===== config.mk =====
export PLATFORM = sky130hd
export DESIGN_NAME = scancode_to_char_translator_flat
export DESIGN_NICKNAME = d
export VERILOG_FILES = /design/src/rtl/sc2c_pkg.sv /design/src/rtl/sc2c_scan_if.sv /design/src/rtl/sc2c_char_if.sv /design/src/rtl/scancode_to_char_translator.sv /design/src/rtl/sc2c_modifiers.sv /design/src/rtl/sc2c_xlate.sv /design/src/flat_wrapper.sv
export VERILOG_INCLUDE_DIRS = /design/src /design/src/rtl
export SDC_FILE = /design/constraint.sdc
export NUM_CORES = 1
export LEC_CHECK = 0
export BUFFER_PORTS_ARGS = -buffer_cell sky130_fd_sc_hd__buf_2
export CAP_MARGIN = 20
export CELL_PAD_IN_SITES_DETAIL_PLACEMENT = 0
export CELL_PAD_IN_SITES_GLOBAL_PLACEMENT = 1
export CORE_MARGIN = 2
export CORE_UTILIZATION = 45
export CTS_CLUSTER_SIZE = 30
export DETAILED_ROUTE_END_ITERATION = 16
export PLACE_DENSITY_LB_ADDON = 0.1
export SLEW_MARGIN = 20
export SYNTH_ARGS = -nofsm -noshare
export SYNTH_HDL_FRONTEND = slang
export SYNTH_HIERARCHICAL = 1
export SYNTH_SLANG_ARGS = --single-unit

===== constraint.sdc =====
create_clock -name clk -period 4.28 [get_ports clk]
set_input_delay 0.428 -clock clk [delete_from_list [all_inputs] [get_ports clk]]
set_output_delay 0.428 -clock clk [all_outputs]
set_load 0.05 [all_outputs]

===== src/rtl/scancode_to_char_translator_defines.svh =====
// assertion helpers shared by the translator modules
`ifndef SCANCODE_TO_CHAR_TRANSLATOR_DEFINES_SVH
`define SCANCODE_TO_CHAR_TRANSLATOR_DEFINES_SVH

// same-cycle implication, disabled while in reset
`define SC2C_ASSERT_NOW(label, ante, cons) \
  label: assert property (@(posedge clk) disable iff (!rst_n) (ante) |-> (cons)) \
    else $error("sc2c assertion failed");

// next-cycle implication, disabled while in reset
`define SC2C_ASSERT_NEXT(label, ante, cons) \
  label: assert property (@(posedge clk) disable iff (!rst_n) (ante) |=> (cons)) \
    else $error("sc2c assertion failed");

`endif


===== src/rtl/sc2c_pkg.sv =====
package sc2c_pkg;

  localparam int ByteW = 8;
  localparam int IdxW  = 7;

  localparam int BreakBit = 7;

  // modifier scancodes (make form)
  localparam logic [ByteW-1:0] KEY_LSHIFT = 8'h2A;
  localparam logic [ByteW-1:0] KEY_RSHIFT = 8'h36;
  localparam logic [ByteW-1:0] KEY_ALT    = 8'h38;
  localparam logic [ByteW-1:0] KEY_CAPS   = 8'h3A;

  localparam logic [ByteW-1:0] CEDILLA_LO = 8'h87;
  localparam logic [ByteW-1:0] LETTER_A   = 8'h61;
  localparam logic [ByteW-1:0] LETTER_Z   = 8'h7A;
  localparam logic [ByteW-1:0] NO_CHAR    = 8'h00;

  typedef logic [ByteW-1:0] byte_t;
  typedef logic [IdxW-1:0]  idx_t;

  typedef struct packed {
    logic shift;
    logic caps;
    logic alt;
  } sc2c_flags_t;

  // abnt2 layout, unshifted
  function automatic byte_t rom_normal(input idx_t idx);
    byte_t r;
    unique case (idx)
      7'd1:   r = 8'h1B;
      7'd2:   r = 8'h31;
      7'd3:   r = 8'h32;
      7'd4:   r = 8'h33;
      7'd5:   r = 8'h34;
      7'd6:   r = 8'h35;
      7'd7:   r = 8'h36;
      7'd8:   r = 8'h37;
      7'd9:   r = 8'h38;
      7'd10:  r = 8'h39;
      7'd11:  r = 8'h30;
      7'd12:  r = 8'h2D;
      7'd13:  r = 8'h3D;
      7'd14:  r = 8'h08;
      7'd15:  r = 8'h09;
      7'd16:  r = 8'h71;
      7'd17:  r = 8'h77;
      7'd18:  r = 8'h65;
      7'd19:  r = 8'h72;
      7'd20:  r = 8'h74;
      7'd21:  r = 8'h79;
      7'd22:  r = 8'h75;
      7'd23:  r = 8'h69;
      7'd24:  r = 8'h6F;
      7'd25:  r = 8'h70;
      7'd26:  r = 8'h60;
      7'd27:  r = 8'h5B;
      7'd28:  r = 8'h0A;
      7'd30:  r = 8'h61;
      7'd31:  r = 8'h73;
      7'd32:  r = 8'h64;
      7'd33:  r = 8'h66;
      7'd34:  r = 8'h67;
      7'd35:  r = 8'h68;
      7'd36:  r = 8'h6A;
      7'd37:  r = 8'h6B;
      7'd38:  r = 8'h6C;
      7'd39:  r = 8'h87;
      7'd40:  r = 8'h7E;
      7'd41:  r = 8'h27;
      7'd43:  r = 8'h5D;
      7'd44:  r = 8'h7A;
      7'd45:  r = 8'h78;
      7'd46:  r = 8'h63;
      7'd47:  r = 8'h76;
      7'd48:  r = 8'h62;
      7'd49:  r = 8'h6E;
      7'd50:  r = 8'h6D;
      7'd51:  r = 8'h2C;
      7'd52:  r = 8'h2E;
      7'd53:  r = 8'h3B;
      7'd55:  r = 8'h2A;
      7'd57:  r = 8'h20;
      7'd80:  r = 8'h2D;
      7'd84:  r = 8'h2B;
      7'd92:  r = 8'h5C;
      7'd106: r = 8'h2F;
      default: r = NO_CHAR;
    endcase
    return r;
  endfunction

  // abnt2 layout, shifted
  function automatic byte_t rom_shift(input idx_t idx);
    byte_t r;
    unique case (idx)
      7'd1:   r = 8'h1B;
      7'd2:   r = 8'h21;
      7'd3:   r = 8'h40;
      7'd4:   r = 8'h23;
      7'd5:   r = 8'h24;
      7'd6:   r = 8'h25;
      7'd7:   r = 8'h9B;
      7'd8:   r = 8'h26;
      7'd9:   r = 8'h2A;
      7'd10:  r = 8'h28;
      7'd11:  r = 8'h29;
      7'd12:  r = 8'h5F;
      7'd13:  r = 8'h2B;
      7'd14:  r = 8'h08;
      7'd15:  r = 8'h09;
      7'd16:  r = 8'h51;
      7'd17:  r = 8'h57;
      7'd18:  r = 8'h45;
      7'd19:  r = 8'h52;
      7'd20:  r = 8'h54;
      7'd21:  r = 8'h59;
      7'd22:  r = 8'h55;
      7'd23:  r = 8'h49;
      7'd24:  r = 8'h4F;
      7'd25:  r = 8'h50;
      7'd26:  r = 8'h5E;
      7'd27:  r = 8'h7B;
      7'd28:  r = 8'h0A;
      7'd30:  r = 8'h41;
      7'd31:  r = 8'h53;
      7'd32:  r = 8'h44;
      7'd33:  r = 8'h46;
      7'd34:  r = 8'h47;
      7'd35:  r = 8'h48;
      7'd36:  r = 8'h4A;
      7'd37:  r = 8'h4B;
      7'd38:  r = 8'h4C;
      7'd39:  r = 8'h80;
      7'd40:  r = 8'h5E;
      7'd41:  r = 8'h22;
      7'd43:  r = 8'h7D;
      7'd44:  r = 8'h5A;
      7'd45:  r = 8'h58;
      7'd46:  r = 8'h43;
      7'd47:  r = 8'h56;
      7'd48:  r = 8'h42;
      7'd49:  r = 8'h4E;
      7'd50:  r = 8'h4D;
      7'd51:  r = 8'h3C;
      7'd52:  r = 8'h3E;
      7'd53:  r = 8'h3A;
      7'd55:  r = 8'h2A;
      7'd57:  r = 8'h20;
      7'd80:  r = 8'h2D;
      7'd84:  r = 8'h2B;
      7'd92:  r = 8'h7C;
      7'd106: r = 8'h3F;
      default: r = NO_CHAR;
    endcase
    return r;
  endfunction

  // alt-gr style symbols
  function automatic byte_t rom_alt(input idx_t idx);
    byte_t r;
    unique case (idx)
      7'd2:   r = 8'hFD;
      7'd3:   r = 8'hFD;
      7'd4:   r = 8'hFD;
      7'd5:   r = 8'h9C;
      7'd6:   r = 8'hBD;
      7'd7:   r = 8'hAA;
      7'd13:  r = 8'h15;
      7'd27:  r = 8'hA6;
      7'd43:  r = 8'hA7;
      7'd106: r = 8'hF8;
      default: r = NO_CHAR;
    endcase
    return r;
  endfunction

endpackage


===== src/rtl/sc2c_scan_if.sv =====
interface sc2c_scan_if;
  import sc2c_pkg::*;

  logic  valid;
  logic  ready;
  byte_t scan_byte;

  modport source (output valid, output scan_byte, input ready);
  modport sink (input valid, input scan_byte, output ready);
endinterface


===== src/rtl/sc2c_char_if.sv =====
interface sc2c_char_if;
  import sc2c_pkg::*;

  logic  valid;
  logic  ready;
  byte_t char_code;

  modport source (output valid, output char_code, input ready);
  modport sink (input valid, input char_code, output ready);
endinterface


===== src/rtl/scancode_to_char_translator.sv =====
// set-1 scancode to character translator, abnt2 layout
// in_scan: one scancode byte per request (valid/ready); bit 7 marks a key release
// out_char: one character byte per scancode, 0 when the byte gives no character
// (release codes, modifier keys, prefix bytes, unmapped keys)
// shift, alt and caps lock are tracked inside; they follow the requests in order
// a byte accepted on in_scan passes the input register, then the result register, to out_char
// throughput: one request per cycle while out_char takes each result; the rom lookup
// sits between the input register and the result register
// reset: synchronous, active low; clears both stages and all three modifier flags
// stall: when out_char is not taken the result holds, the input register still
// takes one more byte, then in_scan.ready drops until the result moves on
`include "scancode_to_char_translator_defines.svh"

module scancode_to_char_translator (
  input logic        clk,
  input logic        rst_n,
  sc2c_scan_if.sink  in_scan,
  sc2c_char_if.source out_char
);
  import sc2c_pkg::*;

  // input register stage
  logic        s1_valid_r;
  byte_t       s1_byte_r;
  // result register stage
  logic        out_valid_r;
  byte_t       out_char_r;

  sc2c_flags_t flags;
  byte_t       char_nxt;
  logic        out_free;
  logic        s1_fire;
  logic        in_fire;

  // result slot frees up when empty or being taken this cycle
  assign out_free = !out_valid_r || out_char.ready;
  assign s1_fire  = s1_valid_r && out_free;
  assign in_scan.ready = !s1_valid_r || out_free;
  assign in_fire  = in_scan.valid && in_scan.ready;

  // modifier flags advance exactly when a byte leaves the input register
  sc2c_modifiers u_mods (
    .clk       (clk),
    .rst_n     (rst_n),
    .upd_en    (s1_fire),
    .scan_byte (s1_byte_r),
    .flags     (flags)
  );

  // rom lookup with the flags as they stand before this byte
  sc2c_xlate u_xlate (
    .scan_byte (s1_byte_r),
    .flags     (flags),
    .char_code (char_nxt)
  );

  always_ff @(posedge clk) begin
    if (!rst_n) begin
      s1_valid_r  <= 1'b0;
      out_valid_r <= 1'b0;
    end else begin
      if (in_fire) begin
        s1_valid_r <= 1'b1;
      end else if (s1_fire) begin
        s1_valid_r <= 1'b0;
      end
      if (s1_fire) begin
        out_valid_r <= 1'b1;
      end else if (out_char.ready) begin
        out_valid_r <= 1'b0;
      end
    end
  end

  // payload registers, no reset needed
  always_ff @(posedge clk) begin
    if (in_fire) begin
      s1_byte_r <= in_scan.scan_byte;
    end
    if (s1_fire) begin
      out_char_r <= char_nxt;
    end
  end

  assign out_char.valid     = out_valid_r;
  assign out_char.char_code = out_char_r;

  `SC2C_ASSERT_NEXT(a_break_no_char, s1_fire && s1_byte_r[BreakBit], out_char_r == NO_CHAR)
  `SC2C_ASSERT_NOW(a_empty_ready, !s1_valid_r, in_scan.ready)
  `SC2C_ASSERT_NEXT(a_s1_to_out, s1_fire, out_valid_r)

endmodule


===== src/rtl/sc2c_modifiers.sv =====
`include "scancode_to_char_translator_defines.svh"

module sc2c_modifiers (
  input  logic                  clk,
  input  logic                  rst_n,
  input  logic                  upd_en,
  input  sc2c_pkg::byte_t       scan_byte,
  output sc2c_pkg::sc2c_flags_t flags
);
  import sc2c_pkg::*;

  sc2c_flags_t flags_r;
  sc2c_flags_t flags_nxt;
  idx_t        key;
  logic        is_break;

  assign key      = scan_byte[IdxW-1:0];
  assign is_break = scan_byte[BreakBit];

  always_comb begin
    flags_nxt = flags_r;
    if (is_break) begin
      if (key == KEY_LSHIFT[IdxW-1:0] || key == KEY_RSHIFT[IdxW-1:0]) begin
        flags_nxt.shift = 1'b0;
      end else if (key == KEY_ALT[IdxW-1:0]) begin
        flags_nxt.alt = 1'b0;
      end
    end else if (scan_byte == KEY_LSHIFT || scan_byte == KEY_RSHIFT) begin
      flags_nxt.shift = 1'b1;
    end else if (scan_byte == KEY_CAPS) begin
      flags_nxt.caps = ~flags_r.caps;
    end else if (scan_byte == KEY_ALT) begin
      flags_nxt.alt = 1'b1;
    end
  end

  always_ff @(posedge clk) begin
    if (!rst_n) begin
      flags_r <= '0;
    end else if (upd_en) begin
      flags_r <= flags_nxt;
    end
  end

  assign flags = flags_r;

  `SC2C_ASSERT_NEXT(a_flags_hold, !upd_en, flags_r == $past(flags_r))
  `SC2C_ASSERT_NEXT(a_caps_toggle, upd_en && scan_byte == KEY_CAPS,
                    flags_r.caps != $past(flags_r.caps))
  `SC2C_ASSERT_NEXT(a_shift_make, upd_en && scan_byte == KEY_LSHIFT, flags_r.shift)

endmodule


===== src/rtl/sc2c_xlate.sv =====
module sc2c_xlate (
  input  sc2c_pkg::byte_t       scan_byte,
  input  sc2c_pkg::sc2c_flags_t flags,
  output sc2c_pkg::byte_t       char_code
);
  import sc2c_pkg::*;

  idx_t  idx;
  byte_t base;
  byte_t shifted;
  byte_t alt_sym;
  logic  letter;
  logic  modifier;
  logic  upper;

  assign idx     = scan_byte[IdxW-1:0];
  assign base    = rom_normal(idx);
  assign shifted = rom_shift(idx);
  assign alt_sym = rom_alt(idx);

  // cedilla behaves like a letter under caps lock
  assign letter   = (base >= LETTER_A && base <= LETTER_Z) || base == CEDILLA_LO;
  assign modifier = scan_byte == KEY_LSHIFT || scan_byte == KEY_RSHIFT ||
                    scan_byte == KEY_ALT || scan_byte == KEY_CAPS;
  assign upper    = letter ? (flags.shift ^ flags.caps) : flags.shift;

  always_comb begin
    priority if (scan_byte[BreakBit] || modifier) begin
      char_code = NO_CHAR;
    end else if (flags.alt && alt_sym != NO_CHAR) begin
      char_code = alt_sym;
    end else if (base == NO_CHAR) begin
      char_code = NO_CHAR;
    end else begin
      char_code = upper ? shifted : base;
    end
  end

endmodule

===== src/flat_wrapper.sv =====
// flat-port wrapper written by rule: the top's interface ports become plain ports
module scancode_to_char_translator_flat import sc2c_pkg::*;
  (clk, rst_n, in_scan_valid, in_scan_scan_byte, in_scan_ready, out_char_valid, out_char_char_code, out_char_ready);
  sc2c_scan_if in_scan_i ();
  sc2c_char_if out_char_i ();
  input logic clk;
  input logic rst_n;
  input wire logic [$bits(in_scan_i.valid)-1:0] in_scan_valid;
  input wire logic [$bits(in_scan_i.scan_byte)-1:0] in_scan_scan_byte;
  output wire logic [$bits(in_scan_i.ready)-1:0] in_scan_ready;
  output wire logic [$bits(out_char_i.valid)-1:0] out_char_valid;
  output wire logic [$bits(out_char_i.char_code)-1:0] out_char_char_code;
  input wire logic [$bits(out_char_i.ready)-1:0] out_char_ready;
  assign in_scan_i.valid = in_scan_valid;
  assign in_scan_i.scan_byte = in_scan_scan_byte;
  assign in_scan_ready = in_scan_i.ready;
  assign out_char_valid = out_char_i.valid;
  assign out_char_char_code = out_char_i.char_code;
  assign out_char_i.ready = out_char_ready;
  scancode_to_char_translator u_core (.clk(clk), .rst_n(rst_n), .in_scan(in_scan_i), .out_char(out_char_i));
endmodule

== After elaboration in Yosys (flattened, before gate mapping) ==
Memory sizes are Yosys's and may differ from the RTL's. A register that Yosys moved wholly into a read port is not among the register bits.
Index checks and enable logic that the tools add are counted.
Storage, ports and cells
  memories kept: 2
  register bits after elaboration: 21
  output and inout bits: 10
  bits in read-only memories: 2048
  logic and storage cells: 82
Cells by class
  equality and inequality tests: 23
  muxes and demuxes: 20
  order comparisons: 2
  reductions and logical operators: 24
  bitwise logic cells: 4
Memory list
  (name not given): depth 128, width 8, rd ports 1, clocked after memory_dff 1, wr ports 0, line sc2c_pkg.sv:97  | unique case (idx)
  (name not given): depth 128, width 8, rd ports 1, clocked after memory_dff 1, wr ports 0, line sc2c_pkg.sv:31  | unique case (idx)
Operator list (count)
  $pmux 8 s8: 1
  $eq 8x6->1 const B: 4
  $eq 7x3->1 const B: 4
  $eq 7x6->1 const B: 4
  $mux 8: 3
  $eq 7x2->1 const B: 2
  $mux 1: 14
  $mux 7: 2
  $eq 8x8->1 const B: 1
  $ge 8x7->1 const B: 1
  $le 8x7->1 const B: 1
  $logic_not 8->1: 1
  $logic_or 1x1->1: 8
  $reduce_bool 2->1: 4
  $reduce_bool 8->1: 1
  $eq 7x4->1 const B: 1
  $eq 7x5->1 const B: 1
  $eq 7x7->1 const B: 1
  $ne 2x2->1 const B: 3
  $reduce_and 6->1: 1
  $logic_and 1x1->1: 4
  $ne 2x1->1 const B: 2
  $reduce_and 4->1: 1
  $not 1->1: 3
  other kinds (4): 5

== Depth between registers and ports, before layout ==
  word-level depth: 7
  mapped depth: 16
  gate-level depth less buffers: 11

== Modules after synthesis ==
Netlist, hierarchy kept.
Modules (own cells, without submodules)
  sc2c_xlate: area an instance 2230.9 sq um, cells an instance 351, instances 1
  scancode_to_char_translator: area an instance 584.3 sq um, cells an instance 25, instances 1
  sc2c_modifiers: area an instance 210.2 sq um, cells an instance 23, instances 1

== Worst setup path before layout ==
Ideal clock, no wire load.
  path type: reg2reg
  start point: register u_core.s1_byte_r[1]
  end point: register u_core.out_char_r[3], in the netlist u_core/out_char.char_code[3], data pin
  path buffers: 2
  library setup time: 0.272 ns
  stages on the path, launching flop included: 14
  period minus slack after synthesis: 3.942 ns
  slack: 0.338 ns
  arrival: 3.670 ns
  cells stage by stage: edfxtp_1 > clkbuf_1 > inv_1 > ha_1 > or2_1 > buf_2 > a21oi_1 > a211o_1 > a41o_1 > or3_4 > nand4b_1 > a22oi_2 > mux2_2 > or4_1
On the way
  word-level cells in the longest chain between the ends: 6
Ends and longest elaborated chain
  start, declared: line scancode_to_char_translator.sv:24  | byte_t s1_byte_r;
  start signal, assigned: line scancode_to_char_translator.sv:78  | s1_byte_r <= in_scan.scan_byte;
  $eq 7x3->1 / $eq 7x2->1 (equally long branches): line sc2c_pkg.sv:163  | unique case (idx)
  $reduce_or 3->1 (no line)
  $pmux 8 s8: line sc2c_pkg.sv:163
  $reduce_bool 8->1: line sc2c_xlate.sv:30  | end else if (flags.alt && alt_sym != NO_CHAR) begin
  $logic_and 1x1->1: line sc2c_xlate.sv:30
  $mux 8: line sc2c_xlate.sv:30
  end signal, assigned: line scancode_to_char_translator.sv:81  | out_char_r <= char_nxt;
  end, declared: line scancode_to_char_translator.sv:27  | byte_t out_char_r;
Several ways; a longest one is shown, not always the timed one.
A chain may end at the register's enable or synchronous reset.

== Final worst setup path ==
  start point: register u_core.s1_byte_r[0]
  end point: register u_core.out_char_r[3], in the netlist u_core/out_char.char_code[3], data pin
Same word-level chain as after synthesis.

==> flow_summary.ini <==
[route]
drc = 0
finalWirelength_um = 10200
detail_route.vias_per_cell = 6.63
dr_total_vias = 3270
first_pass_iters = 5
avgRoutedWirePerCell_um = 20.6
ant_nets = 0
drtIter0Drc = 482

[global_routing]
track_usage_pct = 27.7
grt_overflow = 0
grt_pass1_vias = 3015
grt_max_degree = 36
antenna_found_initial = 0
grt_pass1_wl_um = 16100

[clock_tree]
cts_sinks = 21
cts_root_buf = clkbuf_8
cts_max_path_buffers = 2
htreeDepth = 1
cts_tree = built
postCtsResizedCells = 0
clock_latency_ns = 0.28
cts.clk_slew.worst_paths_ns = 0.09
post-cts-setup-buffers = 0
cts_hold_buf = 0
numCtsBuffers = 3

[sta]
final_max_slew_viol_count = 0
worst_pin_slew_ns = 0.993
clock_skew_ns = 0.0102
fin_crit_sh_pct = 90.6
slew_headroom_pct = 33.6
rsz0062_at_grt = no
setup_viol = 0
max_freq_mhz = 258
fin_tns_setup_ns = 0
min_period_ns = 3.88
hold_slack_ns = 0.319
finalHoldViolCount = 0

[setup_path]
path_class = reg2reg
rr_startpoint = u_core/s1_byte_r[0]
reg2reg_to = u_core/out_char.char_code[3]
worst_setup_path_start_kind = register
cp_max_fo = 12
end_kind = register
cp-endpoint = u_core/out_char.char_code[3]
cp_data_required_time_ns = 4.30
r2r_setup_slack_ns = 0.40
reg2regPathDepth = 12
critPathLaunch = u_core/s1_byte_r[0]
cp.arrival_ns = 3.89

[status]
run_status = finished, final reports clean

[placed_design]
place_congestion = 0.973
place_hpwl_um = 7770
io_buffers = 21

[yosys]
ys_top_cells_by_area = edfxtp_1 16%, nor2_1 4.8%, nand2_1 4.6%
syn_avg_cell_area_um2 = 7.58
synth.net_count = 419
seq_area_frac_synth_pct = 19.2
synth-edff-count = 16
ys_seq_elements = 21
synth_ff_type = edfxtp_1
yosysTopAreaCell = edfxtp_1
async_flop_share_pct = 0
synth_warnings = 6
synth_top_area_share_pct = 15.9
synth_cells = 399
synth_cell_types = 80
syn_area_um2 = 3030

[floorplan]
core_um2 = 6420
row_count = 29
die_y_um = 86.0
start_util_pct = 47.1
dieWidth_um = 86.0
die-area_um2 = 7400
pin_count = 22

[finish]
antennaDiodeCount = 0
nFillCells = 637
areaGrowthSynthToFinish_pct = 8.68
nNetsFinal = 437
finish.utilization_pct = 51.2
drive_gt1_share_pct = 17.3

[power]
power.density_nw_per_um2 = 203
peakVddDrop_mv = 0.137
leakage_uw = 0.00123

[worst_hold_path]
hold_path_class = in2reg

[job]
max-cap-violations = 0
-- logic make-up (layout without fill, tap and decap cells) --
logic type / after synthesis / after routing / synth area share (%)
DFF: 21 / 21 / 19.2
buffers and inverters: 45 / 62 / 7.07
adders and majority gates: 8 / 8 / 3.31
AOI/OAI and AO/OA: 123 / 123 / 30.3
xor gates and xnor gates: 5 / 5 / 1.45
muxes: 13 / 13 / 4.51
and+or+nand+nor: 184 / 184 / 34.2
-- power breakdown --
part / total, uW / switching, uW / leakage, uW / internal (uW)
Clock: 141 / 75.9 / 0.0000255 / 65.3
Combinational: 285 / 185 / 0.00102 / 101
Sequential: 241 / 9.38 / 0.000194 / 231
-- layout make-up --
cell class                      count  area (um2)  area share, %
Inverter                           13        48.8           1.48
Clock buffer                        3        41.3           1.26
Sequential cell                    21         581           17.7
Multi-Input combinational cell    333        2230           67.8
Tap cell                           77        96.3           2.93
Timing Repair Buffer               45         285           8.68
Clock inverter                      1        5.00          0.152
-- stage by stage --
step | instances | cell area, um2 | setup slack [ns] | power (uW)
after CTS | 493 | 3290 | 0.473 | 656
final | 493 | 3290 | 0.404 | 667
after global routing | 493 | 3290 | 0.175 | 696
after detailed placement | 489 | 3240 | 0.502 | 521
after global placement | 489 | 3240 | 0.540 | 526
after floorplan | 399 | 3030 | 0.338 | 446
-- synthesized netlist by cell type, types with 3 or more instances --
library cell   n
o211ai_1       6
nand2b_1      14
nor3_1        14
nand3_1       11
o31ai_1        3
and3_1         5
a211oi_1       5
edfxtp_1      16
a31oi_1        7
and2_1         9
buf_4          3
clkbuf_1      13
a221oi_1       3
a21oi_1       25
o21ai_0       27
a21o_1         4
nor2_1        39
nor3b_1        9
nand3b_1       4
dfxtp_1        5
mux2_2         4
inv_1         13
a311oi_1       4
buf_1          4
xor2_1         3
buf_6          3
a32o_1         3
nand2_1       37
ha_1           8
buf_2          9
mux2i_1        8
nor4_1         8
nor2b_1       11
-- cell usage in the layout, fill, tap and decap left out, drive strengths merged, types with 7 or more instances in the layout --
cell type  netlist  final
a31oi            7      7
a21oi           25     25
mux2i            8      8
nor2            40     40
nor3b            9      9
nand3           11     11
o211ai           7      7
inv             13     13
buf             19     45
and2             9      9
nor3            14     14
nor2b           12     12
ha               8      8
nor4             9      9
edfxtp          16     16
o21ai           28     28
nand2           37     37
nand2b          14     14
-- critical path, cell delays in order (launching register included) --
cell      delay [ns]
edfxtp_1        0.35
inv_1           0.10
ha_1            0.44
or2_1           0.30
a21oi_1         0.11
a211o_1         0.28
a41o_1          0.30
or3_4           0.44
nand4b_1        0.24
a22oi_2         0.21
buf_4           0.25
nor4_1          0.07
or4_1           0.52
-- worst min-delay path by stage --
stage	depth (start not counted)	endpoint	slack [ns]	from
3_5_place_dp	1	u_core/u_mods/flags[0]	0.51	u_core/u_mods/flags[0]
2_1_floorplan	1	u_core/u_mods/flags[0]	0.48	u_core/u_mods/flags[0]
6_report	1	u_core/s1_byte_r[3]	0.32	in_scan_scan_byte[3]
3_3_place_gp	1	u_core/u_mods/flags[0]	0.51	u_core/u_mods/flags[0]
5_1_grt	1	u_core/s1_byte_r[2]	0.31	in_scan_scan_byte[2]
4_1_cts	1	u_core/s1_byte_r[2]	0.32	in_scan_scan_byte[2]
-- layer usage --
metal	routed length, um	track usage (%)	share of wire (%)	vias to the layer above
met3	910	6.83	8.9	33
li1	-	-	-	1539
met1	4320	37.0	42	1524
met4	377	8.80	3.7	0
met2	4560	43.9	45	174
met5	0	0	0	-
-- state kept, by name, indices dropped and copies added, names as in the netlist --
| register | flops |
|---|---|
| u_core/s1_valid_r | 1 |
| u_core/out_char.char_code | 8 |
| u_core/s1_byte_r | 8 |
| u_core/out_char.valid | 1 |
| u_core/u_mods/flags | 3 |
No activity file was read; power rests on OpenSTA's default activity.
